### config.mk
export PLATFORM = sky130hd
export DESIGN_NAME = lru_key_value_cache
export DESIGN_NICKNAME = d
export VERILOG_FILES = /design/src/rtl/lkvc_pkg.sv /design/src/rtl/lkvc_ram.sv /design/src/rtl/lru_key_value_cache.sv
export VERILOG_INCLUDE_DIRS = /design/src /design/src/rtl
export SDC_FILE = /design/constraint.sdc
export NUM_CORES = 1
export LEC_CHECK = 0
export BUFFER_PORTS_ARGS = -buffer_cell sky130_fd_sc_hd__buf_2
export CELL_PAD_IN_SITES_DETAIL_PLACEMENT = 1
export CELL_PAD_IN_SITES_GLOBAL_PLACEMENT = 1
export CORE_UTILIZATION = 60
export DETAILED_ROUTE_END_ITERATION = 10
export MAX_ROUTING_LAYER = met4
export PLACE_DENSITY = 0.86
export SYNTH_ARGS = -nofsm -noshare
export SYNTH_HDL_FRONTEND = slang
export SYNTH_SLANG_ARGS = --single-unit
export TNS_END_PERCENT = 5
### constraint.sdc
create_clock -name clk_i -period 15.7 [get_ports clk_i]
set_input_delay 2.355 -clock clk_i [delete_from_list [all_inputs] [get_ports clk_i]]
set_output_delay 2.355 -clock clk_i [all_outputs]
set_load 0.05 [all_outputs]
### src/rtl/lru_key_value_cache_assert.svh
// ----------------------------------------------------------------------------
// lru key-value cache assertion macros
// same-cycle and next-cycle implication checks on clk_i, disabled during reset
// ----------------------------------------------------------------------------
`ifndef LRU_KEY_VALUE_CACHE_ASSERT_SVH
`define LRU_KEY_VALUE_CACHE_ASSERT_SVH

// consequent must hold in the same cycle as the antecedent
`define LKVC_ASSERT_NOW(lbl, ante, cons, msg) \
  lbl: assert property (@(posedge clk_i) disable iff (!rst_ni) (ante) |-> (cons)) \
    else $error(msg);

// consequent must hold in the cycle after the antecedent
`define LKVC_ASSERT_NEXT(lbl, ante, cons, msg) \
  lbl: assert property (@(posedge clk_i) disable iff (!rst_ni) (ante) |=> (cons)) \
    else $error(msg);

`endif

### src/rtl/lkvc_pkg.sv
// ----------------------------------------------------------------------------
// lkvc_pkg
// shared constants for the lru key-value cache
// ----------------------------------------------------------------------------
`default_nettype none

package lkvc_pkg;

  localparam int ENTRIES_DEF    = 16;
  localparam int KEY_BITS_DEF   = 32;
  localparam int VALUE_BITS_DEF = 32;

  localparam int              CAP_BITS  = 5;
  localparam logic [CAP_BITS-1:0] CAP_RESET = 5'd16;

endpackage

`default_nettype wire

### src/rtl/lkvc_ram.sv
// ----------------------------------------------------------------------------
// lkvc_ram
// simple dual-port synchronous ram, one write and one registered read port
// ----------------------------------------------------------------------------
`default_nettype none

module lkvc_ram
  import lkvc_pkg::*;
#(
  parameter int WIDTH = KEY_BITS_DEF,
  parameter int DEPTH = ENTRIES_DEF,
  localparam int AW   = (DEPTH > 1) ? $clog2(DEPTH) : 1
) (
  input  wire logic             clk_i,
  input  wire logic             we_i,
  input  wire logic [AW-1:0]    waddr_i,
  input  wire logic [WIDTH-1:0] wdata_i,
  input  wire logic [AW-1:0]    raddr_i,
  output logic      [WIDTH-1:0] rdata_o
);

  logic [WIDTH-1:0] mem [DEPTH];

  always_ff @(posedge clk_i) begin
    if (we_i) begin
      mem[waddr_i] <= wdata_i;
    end
  end

  always_ff @(posedge clk_i) begin
    rdata_o <= mem[raddr_i];
  end

endmodule

`default_nettype wire

### src/rtl/lru_key_value_cache.sv
// ----------------------------------------------------------------------------
// lru_key_value_cache
// fully associative key-value store kept in least-recently-used order
// ----------------------------------------------------------------------------
// A request is taken when start is high and busy is low. Keys and values sit
// in one ram and recency ranks in a second ram, each with one read port, so
// every request is handled by a sweep over all ENTRIES slots: a scan pass
// reads key, value and rank of each slot to find the hit, the least recent
// slot and the lowest free slot, then an update pass rewrites the ranks one
// slot a cycle. A get miss finishes after the scan pass; every other request
// also runs the update pass. The result shows on hit_o, read_value_o and
// evicted_o for the single cycle in which done_o is high, and busy is already
// low in that cycle. The receiver cannot stall, so the result must be
// captured then. No clearing pass runs after reset; slot valid bits live in
// flip-flops.
// ----------------------------------------------------------------------------
`default_nettype none

`include "lru_key_value_cache_assert.svh"

module lru_key_value_cache
  import lkvc_pkg::*;
#(
  parameter int ENTRIES    = ENTRIES_DEF,
  parameter int KEY_BITS   = KEY_BITS_DEF,
  parameter int VALUE_BITS = VALUE_BITS_DEF
) (
  input  wire logic                  clk_i,
  input  wire logic                  rst_ni,
  input  wire logic                  start,
  output logic                       busy,
  input  wire logic                  cmd_i,
  input  wire logic [KEY_BITS-1:0]   lookup_key_i,
  input  wire logic [VALUE_BITS-1:0] write_value_i,
  input  wire logic                  capacity_we_i,
  input  wire logic [CAP_BITS-1:0]   capacity_i,
  output logic                       done_o,
  output logic                       hit_o,
  output logic [VALUE_BITS-1:0]      read_value_o,
  output logic                       evicted_o
);

  localparam int IW   = $clog2(ENTRIES);
  localparam int CW   = $clog2(ENTRIES + 1);
  localparam int CMPW = (CW > CAP_BITS) ? CW : CAP_BITS;
  localparam int EW   = KEY_BITS + VALUE_BITS;

  localparam logic CMD_GET = 1'b0;
  localparam logic CMD_SET = 1'b1;

  typedef enum logic [2:0] {
    S_IDLE,
    S_SCAN,
    S_SCAN_END,
    S_DECIDE,
    S_UPDATE,
    S_UPD_END
  } state_e;

  state_e state_q, state_d;

  logic                  busy_q, busy_d;
  logic                  done_q, done_d;
  logic                  hit_q, hit_d;
  logic [VALUE_BITS-1:0] rdval_q, rdval_d;
  logic                  evict_q, evict_d;

  logic [CAP_BITS-1:0]   cap_q;
  logic [ENTRIES-1:0]    valid_q, valid_d;
  logic [CW-1:0]         count_q, count_d;

  logic                  cmd_q, cmd_d;
  logic [KEY_BITS-1:0]   key_q, key_d;
  logic [VALUE_BITS-1:0] val_q, val_d;

  logic [IW-1:0]         ptr_q, ptr_d;
  logic                  chk_vld_q, chk_vld_d;
  logic [IW-1:0]         chk_idx_q, chk_idx_d;

  // scan trackers
  logic                  found_q, found_d;
  logic [IW-1:0]         m_slot_q, m_slot_d;
  logic [IW-1:0]         m_rank_q, m_rank_d;
  logic [VALUE_BITS-1:0] m_val_q, m_val_d;
  logic                  lru_any_q, lru_any_d;
  logic [IW-1:0]         lru_slot_q, lru_slot_d;
  logic [IW-1:0]         lru_rank_q, lru_rank_d;
  logic                  free_any_q, free_any_d;
  logic [IW-1:0]         free_slot_q, free_slot_d;

  // update pass control
  logic [IW-1:0]         tgt_q, tgt_d;
  logic [IW-1:0]         thr_q, thr_d;
  logic                  age_all_q, age_all_d;

  logic                  ent_we;
  logic [IW-1:0]         ent_waddr;
  logic [EW-1:0]         ent_wdata;
  logic [EW-1:0]         ent_rdata;
  logic                  rank_we;
  logic [IW-1:0]         rank_waddr;
  logic [IW-1:0]         rank_wdata;
  logic [IW-1:0]         rank_rdata;

  logic [KEY_BITS-1:0]   rd_key;
  logic [VALUE_BITS-1:0] rd_val;
  logic                  rd_valid;
  logic [CMPW-1:0]       eff_cap;
  logic                  full;
  logic                  last;

  assign rd_key   = ent_rdata[EW-1 -: KEY_BITS];
  assign rd_val   = ent_rdata[VALUE_BITS-1:0];
  assign rd_valid = valid_q[chk_idx_q];
  assign last     = (ptr_q == IW'(ENTRIES - 1));

  always_comb begin
    if (cap_q == '0) begin
      eff_cap = CMPW'(1);
    end else if (CMPW'(cap_q) > CMPW'(ENTRIES)) begin
      eff_cap = CMPW'(ENTRIES);
    end else begin
      eff_cap = CMPW'(cap_q);
    end
  end

  assign full = (CMPW'(count_q) >= eff_cap);

  lkvc_ram #(
    .WIDTH (EW),
    .DEPTH (ENTRIES)
  ) u_entry_ram (
    .clk_i   (clk_i),
    .we_i    (ent_we),
    .waddr_i (ent_waddr),
    .wdata_i (ent_wdata),
    .raddr_i (ptr_q),
    .rdata_o (ent_rdata)
  );

  lkvc_ram #(
    .WIDTH (IW),
    .DEPTH (ENTRIES)
  ) u_rank_ram (
    .clk_i   (clk_i),
    .we_i    (rank_we),
    .waddr_i (rank_waddr),
    .wdata_i (rank_wdata),
    .raddr_i (ptr_q),
    .rdata_o (rank_rdata)
  );

  always_comb begin
    state_d     = state_q;
    busy_d      = busy_q;
    done_d      = 1'b0;
    hit_d       = hit_q;
    rdval_d     = rdval_q;
    evict_d     = evict_q;
    valid_d     = valid_q;
    count_d     = count_q;
    cmd_d       = cmd_q;
    key_d       = key_q;
    val_d       = val_q;
    ptr_d       = ptr_q;
    chk_vld_d   = 1'b0;
    chk_idx_d   = ptr_q;
    found_d     = found_q;
    m_slot_d    = m_slot_q;
    m_rank_d    = m_rank_q;
    m_val_d     = m_val_q;
    lru_any_d   = lru_any_q;
    lru_slot_d  = lru_slot_q;
    lru_rank_d  = lru_rank_q;
    free_any_d  = free_any_q;
    free_slot_d = free_slot_q;
    tgt_d       = tgt_q;
    thr_d       = thr_q;
    age_all_d   = age_all_q;
    ent_we      = 1'b0;
    ent_waddr   = tgt_q;
    ent_wdata   = {key_q, val_q};
    rank_we     = 1'b0;
    rank_waddr  = chk_idx_q;
    rank_wdata  = '0;

    // slot data returned from the read issued last cycle
    if ((state_q == S_SCAN || state_q == S_SCAN_END) && chk_vld_q) begin
      if (rd_valid && rd_key == key_q && !found_q) begin
        found_d  = 1'b1;
        m_slot_d = chk_idx_q;
        m_rank_d = rank_rdata;
        m_val_d  = rd_val;
      end
      if (rd_valid && (!lru_any_q || rank_rdata > lru_rank_q)) begin
        lru_any_d  = 1'b1;
        lru_slot_d = chk_idx_q;
        lru_rank_d = rank_rdata;
      end
      if (!rd_valid && !free_any_q) begin
        free_any_d  = 1'b1;
        free_slot_d = chk_idx_q;
      end
    end

    if ((state_q == S_UPDATE || state_q == S_UPD_END) && chk_vld_q) begin
      if (chk_idx_q == tgt_q) begin
        rank_we    = 1'b1;
        rank_wdata = '0;
      end else if (rd_valid && (age_all_q || rank_rdata < thr_q)) begin
        rank_we    = 1'b1;
        rank_wdata = rank_rdata + IW'(1);
      end
    end

    unique case (state_q)
      S_IDLE: begin
        if (start) begin
          busy_d     = 1'b1;
          cmd_d      = cmd_i;
          key_d      = lookup_key_i;
          val_d      = write_value_i;
          ptr_d      = '0;
          found_d    = 1'b0;
          lru_any_d  = 1'b0;
          free_any_d = 1'b0;
          state_d    = S_SCAN;
        end
      end
      S_SCAN: begin
        chk_vld_d = 1'b1;
        ptr_d     = ptr_q + IW'(1);
        if (last) begin
          ptr_d   = '0;
          state_d = S_SCAN_END;
        end
      end
      S_SCAN_END: begin
        state_d = S_DECIDE;
      end
      S_DECIDE: begin
        hit_d     = found_q;
        rdval_d   = '0;
        evict_d   = 1'b0;
        age_all_d = 1'b0;
        ptr_d     = '0;
        state_d   = S_UPDATE;
        if (found_q) begin
          tgt_d = m_slot_q;
          thr_d = m_rank_q;
          if (cmd_q == CMD_SET) begin
            ent_we    = 1'b1;
            ent_waddr = m_slot_q;
          end else begin
            rdval_d = m_val_q;
          end
        end else if (cmd_q == CMD_GET) begin
          // get miss leaves the store untouched
          busy_d  = 1'b0;
          done_d  = 1'b1;
          state_d = S_IDLE;
        end else if (full) begin
          evict_d   = 1'b1;
          tgt_d     = lru_slot_q;
          thr_d     = lru_rank_q;
          ent_we    = 1'b1;
          ent_waddr = lru_slot_q;
        end else begin
          tgt_d                = free_slot_q;
          age_all_d            = 1'b1;
          ent_we               = 1'b1;
          ent_waddr            = free_slot_q;
          valid_d[free_slot_q] = 1'b1;
          count_d              = count_q + CW'(1);
        end
      end
      S_UPDATE: begin
        chk_vld_d = 1'b1;
        ptr_d     = ptr_q + IW'(1);
        if (last) begin
          ptr_d   = '0;
          state_d = S_UPD_END;
        end
      end
      S_UPD_END: begin
        busy_d  = 1'b0;
        done_d  = 1'b1;
        state_d = S_IDLE;
      end
      default: begin
        state_d = S_IDLE;
      end
    endcase
  end

  always_ff @(posedge clk_i or negedge rst_ni) begin
    if (!rst_ni) begin
      state_q   <= S_IDLE;
      busy_q    <= 1'b0;
      done_q    <= 1'b0;
      cap_q     <= CAP_RESET;
      valid_q   <= '0;
      count_q   <= '0;
      chk_vld_q <= 1'b0;
      ptr_q     <= '0;
    end else begin
      state_q   <= state_d;
      busy_q    <= busy_d;
      done_q    <= done_d;
      valid_q   <= valid_d;
      count_q   <= count_d;
      chk_vld_q <= chk_vld_d;
      ptr_q     <= ptr_d;
      if (capacity_we_i) begin
        cap_q <= capacity_i;
      end
    end
  end

  always_ff @(posedge clk_i) begin
    hit_q       <= hit_d;
    rdval_q     <= rdval_d;
    evict_q     <= evict_d;
    cmd_q       <= cmd_d;
    key_q       <= key_d;
    val_q       <= val_d;
    chk_idx_q   <= chk_idx_d;
    found_q     <= found_d;
    m_slot_q    <= m_slot_d;
    m_rank_q    <= m_rank_d;
    m_val_q     <= m_val_d;
    lru_any_q   <= lru_any_d;
    lru_slot_q  <= lru_slot_d;
    lru_rank_q  <= lru_rank_d;
    free_any_q  <= free_any_d;
    free_slot_q <= free_slot_d;
    tgt_q       <= tgt_d;
    thr_q       <= thr_d;
    age_all_q   <= age_all_d;
  end

  assign busy         = busy_q;
  assign done_o       = done_q;
  assign hit_o        = hit_q;
  assign read_value_o = rdval_q;
  assign evicted_o    = evict_q;

  `LKVC_ASSERT_NEXT(a_accept_busy, start && !busy, busy, "accepted request did not raise busy")
  `LKVC_ASSERT_NOW(a_done_after_busy, done_o, $past(busy) && !busy, "result without request")
  `LKVC_ASSERT_NOW(a_evict_is_miss, done_o && evicted_o, !hit_o, "eviction reported on a hit")
  `LKVC_ASSERT_NOW(a_count_range, 1'b1, count_q <= CW'(ENTRIES), "entry count above depth")
  `LKVC_ASSERT_NOW(a_rank_rmw_sep, rank_we, rank_waddr != ptr_q, "rank write hits read address")

endmodule

`default_nettype wire

==> summary.md <==
| Metric | Value |
|---|---|
| Status | finished, final reports clean |
| Sequential Power Share | 49.5% |
| Clock period minus final worst setup slack | 5150 ps |
| Buffer levels on the longest clock path | 3 |
| Highest routed metal layer | met4 |
| Worst Hold Class | reg2reg |
| XOR/XNOR Fraction of Synth Area | 0.764% |
| Final hold viol count | 0 |
| CTS tree | yes |
| Gates resized, CTS repair | 0 |
| Instance count of the mapped netlist | 2132 |
| Number of detailed-route iterations in the first pass | 5 |
| Post-route cell area | 56600 µm² |
| Num rows | 105 |
| Gr usage total | 33.6% |
| Largest cells by area after synthesis | sky130_fd_sc_hd__edfxtp_1 (74%), sky130_fd_sc_hd__mux4_2 (15%), sky130_fd_sc_hd__dfxtp_1 (3.0%) |
| Largest voltage drop on the vdd net | 0.114 mV |
| Core Footprint | 82600 µm² |
| Fraction of post-synthesis cell area in the top cell type by area | 74.3% |
| Drt total wl | 135000 µm |
| Nature of the critical path startpoint | flip-flop |
| Dominant delay contributor by cell family on the critical path | buffers and inverters |
| Static leakage | 17.9 nW |
| Antenna viol nets, final | 0 |
| Clock Power Share | 34.5% |
| Synth Area in Simple Gates | 1.92% |
| DRC | 0 |
| Buffers added on ports | 109 |
| Antenna violations before repair | 2 |
| Area leader, netlist | sky130_fd_sc_hd__edfxtp_1 |
| Count of state elements after synthesis | 1359 |
| Width of the die | 292 µm |
| Overall overflow remaining after global route | 0 |
| RSZ-0062 raised after global routing | no |
| Length of routed met3 wiring | 10600 µm |
| Number of distinct library cells after synthesis | 57 |
| Combinational fraction of design power | 16.0% |
| Worst path buffer plus inverter count | 3 |
| Area growth from synthesis to layout | 12.2% |
| # setup viols final | 0 |
| Worst Setup End Kind | flip-flop |
| Total negative slack | 0 ps |
| Required time of the critical path | 16280 ps |
| Cell Area, Synth | 50400 µm² |
| Total of warnings raised by yosys | 0 |
| Slowest-stage cell, CP | sky130_fd_sc_hd__dfrtp_4 |
| Post-DP HPWL | 63000 µm |
| Sequential-to-total area share from yosys stat | 79.1% |
| Switching power of the nets | 0.00261 W |
| Die Span Y | 292 µm |
| Die area | 85200 µm² |
| Max-cap violations | 0 |
| List of cells traversed by the critical path | buf_4, buf_4, buf_4, mux4_2, mux4_2 |
| Post CTS Setup Buffer Count | 0 |
| Clock-pin slew of the registers on the worst-case setup and hold paths | 70 ps |
| Count of flip-flops with a built-in enable after synthesis | 1248 |
| Slowest Stage Delay on Critical Path | 1050 ps |
| Most used standard cell by instance count after synthesis | sky130_fd_sc_hd__edfxtp_1 |
| Share of layout cells above drive strength 1 | 30.3% |
| Global-route wire length before repair | 193000 µm |
| Dominant combinational cell family by area after synthesis | multiplexers |
| Net count after synthesis | 2221 |
| Number of buffers created by CTS | 133 |
| Area after detailed placement | 52200 µm² |
| Data arrival at the endpoint of the critical path | 5730 ps |
| Int Pwr | 0.00698 W |
| Post-cts hold buffer count | 0 |
| Max-slew violation count | 0 |
| Final net count | 2418 |
| Crit Path Category | reg2reg |
| Cell types with the highest counts after synthesis | sky130_fd_sc_hd__edfxtp_1 (1248), sky130_fd_sc_hd__mux4_2 (343), sky130_fd_sc_hd__dfxtp_1 (75), sky130_fd_sc_hd__xnor2_1 (39), sky130_fd_sc_hd__and2_1 (36) |
| Wirelength per Cell | 38.4 µm |
| Ys flop type | sky130_fd_sc_hd__edfxtp_1 |
| Routed length on met1 | 48700 µm |
| DRT iter0 DRCs | 3268 |
| Pwr/cell area | 169 nW/µm² |
| Final worst-path cycle share | 32.8% |
| Transition at the pin with the smallest max-transition slack | 1290 ps |
| Met2 WL post-DR | 71400 µm |
| Compound-Gate Fraction of Synth Area | 1.01% |
| Htree depth | 4 |
| Worst-skew pair later-pin latency | 730 ps |
| Worst setup skew after layout | 28.3 ps |
| Switching share of total power | 27.2% |
| Adder and majority gate portion of the synthesized area | 0.372% |
| Placer Congestion | 0.796 |
| FFs w/ async S/R, synth | 2.65% |
| Pin count of the biggest net entering global routing | 149 |
| Vias after detailed routing | 24.6k |
| Final non-filler cell total | 3508 |
| Number of top-level pins | 110 |
| Crit path top cell by count | sky130_fd_sc_hd__buf_4 |
| Effective utilization at floorplan | 61.0% |
| Placed Instances | 3264 |
| Worst Path Max Fanout | 49 |
| Multiplexer fraction of the synthesized cell area | 15.7% |
| Max-Slew Margin vs Limit | 13.0% |
| Clock sinks | 1359 |
| Number of global-route vias before repair | 26.1k |
| Via-to-Cell Ratio | 7.00 |
| Average size of a mapped cell | 23.7 µm² |
| Highest clock frequency the design can meet | 194 MHz |
| Clock tree root driver cell | sky130_fd_sc_hd__clkbuf_16 |
| Utilization after layout | 68.5% |
## kinds of logic (layout without fill, tap and decap cells)
| logic type | Yosys count | count (layout) |
|---|---|---|
| buffers and inverters | 106 | 410 |
| DFF | 1359 | 1359 |
| xor gates and xnor gates | 44 | 44 |
| AOI/OAI and AO/OA | 69 | 69 |
| and+or+nand+nor | 180 | 180 |
| other | 0 | 2 |
| adders and majority gates | 15 | 15 |
| muxes | 359 | 359 |
## cell usage in the layout (no fill, tap or decap), types with 3 or more instances in the layout
master                         n
sky130_fd_sc_hd__dfrtp_1      31
sky130_fd_sc_hd__nand2_1      32
sky130_fd_sc_hd__nand4_1      10
sky130_fd_sc_hd__mux4_2      343
sky130_fd_sc_hd__mux2i_1       9
sky130_fd_sc_hd__dfrtp_4       4
sky130_fd_sc_hd__inv_1        13
sky130_fd_sc_hd__a21boi_0      3
sky130_fd_sc_hd__o21ai_0      16
sky130_fd_sc_hd__nor2b_1       8
sky130_fd_sc_hd__nor2_1       23
sky130_fd_sc_hd__clkbuf_1     39
sky130_fd_sc_hd__clkinv_1     11
sky130_fd_sc_hd__clkbuf_8      6
sky130_fd_sc_hd__clkinv_2     20
sky130_fd_sc_hd__edfxtp_1   1248
sky130_fd_sc_hd__mux2_2        7
sky130_fd_sc_hd__inv_6         8
sky130_fd_sc_hd__and2_1       36
sky130_fd_sc_hd__o2111ai_1     3
sky130_fd_sc_hd__nand2b_1      9
sky130_fd_sc_hd__a31o_2        4
sky130_fd_sc_hd__buf_4        44
sky130_fd_sc_hd__nor3_1        5
sky130_fd_sc_hd__buf_2       109
sky130_fd_sc_hd__ha_1         15
sky130_fd_sc_hd__nand3_1      10
sky130_fd_sc_hd__nor4_1       19
sky130_fd_sc_hd__clkbuf_16   134
sky130_fd_sc_hd__clkinv_8      3
sky130_fd_sc_hd__bufinv_16    16
sky130_fd_sc_hd__nor3_2       17
sky130_fd_sc_hd__o21bai_1     12
sky130_fd_sc_hd__xor2_1        5
sky130_fd_sc_hd__a21oi_1       8
sky130_fd_sc_hd__xnor2_1      39
sky130_fd_sc_hd__dfxtp_1      75
## routing by layer
layer	up-vias	global-route usage (%)
met3	256	4.70
met4	0	11.2
met1	13200	42.9
li1	9368	-
met5	-	-
met2	1741	56.3
## worst reg2reg max path, cell delays in order, from the launching register on
cell and delay, ps:
sky130_fd_sc_hd__dfrtp_4 1050, sky130_fd_sc_hd__buf_4 890, sky130_fd_sc_hd__buf_4 940, sky130_fd_sc_hd__buf_4 880, sky130_fd_sc_hd__mux4_2 720, sky130_fd_sc_hd__mux4_2 520
## path summary, 6_finish.rpt
check / slack (ps) / endpoint / cells past startpoint / start
worst max-delay path: 10560 / u_entry_ram.rdata_o[31] / 5 / chk_idx_d[0]
worst min-delay path: 410 / m_val_q[9] / 0 / u_entry_ram.rdata_o[9]
worst max register to register: 10560 / u_entry_ram.rdata_o[31] / 5 / chk_idx_d[0]
worst min register to register: 410 / m_val_q[9] / 0 / u_entry_ram.rdata_o[9]
max in group asynchronous: 13360 / chk_idx_d[2] / 1 / rst_ni
min in group asynchronous: 1720 / count_q[1] / 1 / rst_ni
## metrics by stage
step           total power [W]  hold slack [ps]  worst slack [ps]
5_1_grt                0.00982              412             10110
4_1_cts                0.00963              411             10370
3_5_place_dp           0.00626              390             10540
2_1_floorplan          0.00584              342              5760
6_report               0.00959              409             10560
3_3_place_gp           0.00614              390             10660
## registers in the layout, summed over array words and instances, names as in the netlist, 3 cells and up
| signal | flops |
|---|---|
| lru_rank_q | 4 |
| chk_idx_q | 4 |
| read_value_o | 32 |
| state_q | 3 |
| tgt_q | 4 |
| u_rank_ram.mem | 64 |
| m_rank_q | 4 |
| chk_idx_d | 4 |
| u_entry_ram.rdata_o | 64 |
| u_entry_ram.mem | 1024 |
| lru_slot_q | 4 |
| m_val_q | 32 |
| key_q | 32 |
| count_q | 5 |
| free_slot_q | 4 |
| thr_q | 4 |
| u_rank_ram.rdata_o | 4 |
| valid_q | 16 |
| cap_q | 5 |
| val_q | 32 |
| m_slot_q | 4 |
## power by group through the flow
stage               combinational [W]  clock, W  sequential, W
floorplan                     0.00118         0        0.00466
global placement              0.00140         0        0.00474
detailed placement            0.00147         0        0.00479
CTS                           0.00155   0.00333        0.00474
global route                  0.00161   0.00343        0.00478
finish                        0.00154   0.00330        0.00475
## cell type report
class | count | area (µm²)
flip-flops and latches | 1359 | 39900
fillers | 6201 | 26000
multi-input cells | 667 | 10000
clock buffers | 179 | 3580
well taps | 1070 | 1340
repair buffers | 154 | 896
clock inverters | 63 | 793
inverters | 14 | 52.6
diodes | 2 | 5.00
Power figures use the tool's default switching activity.
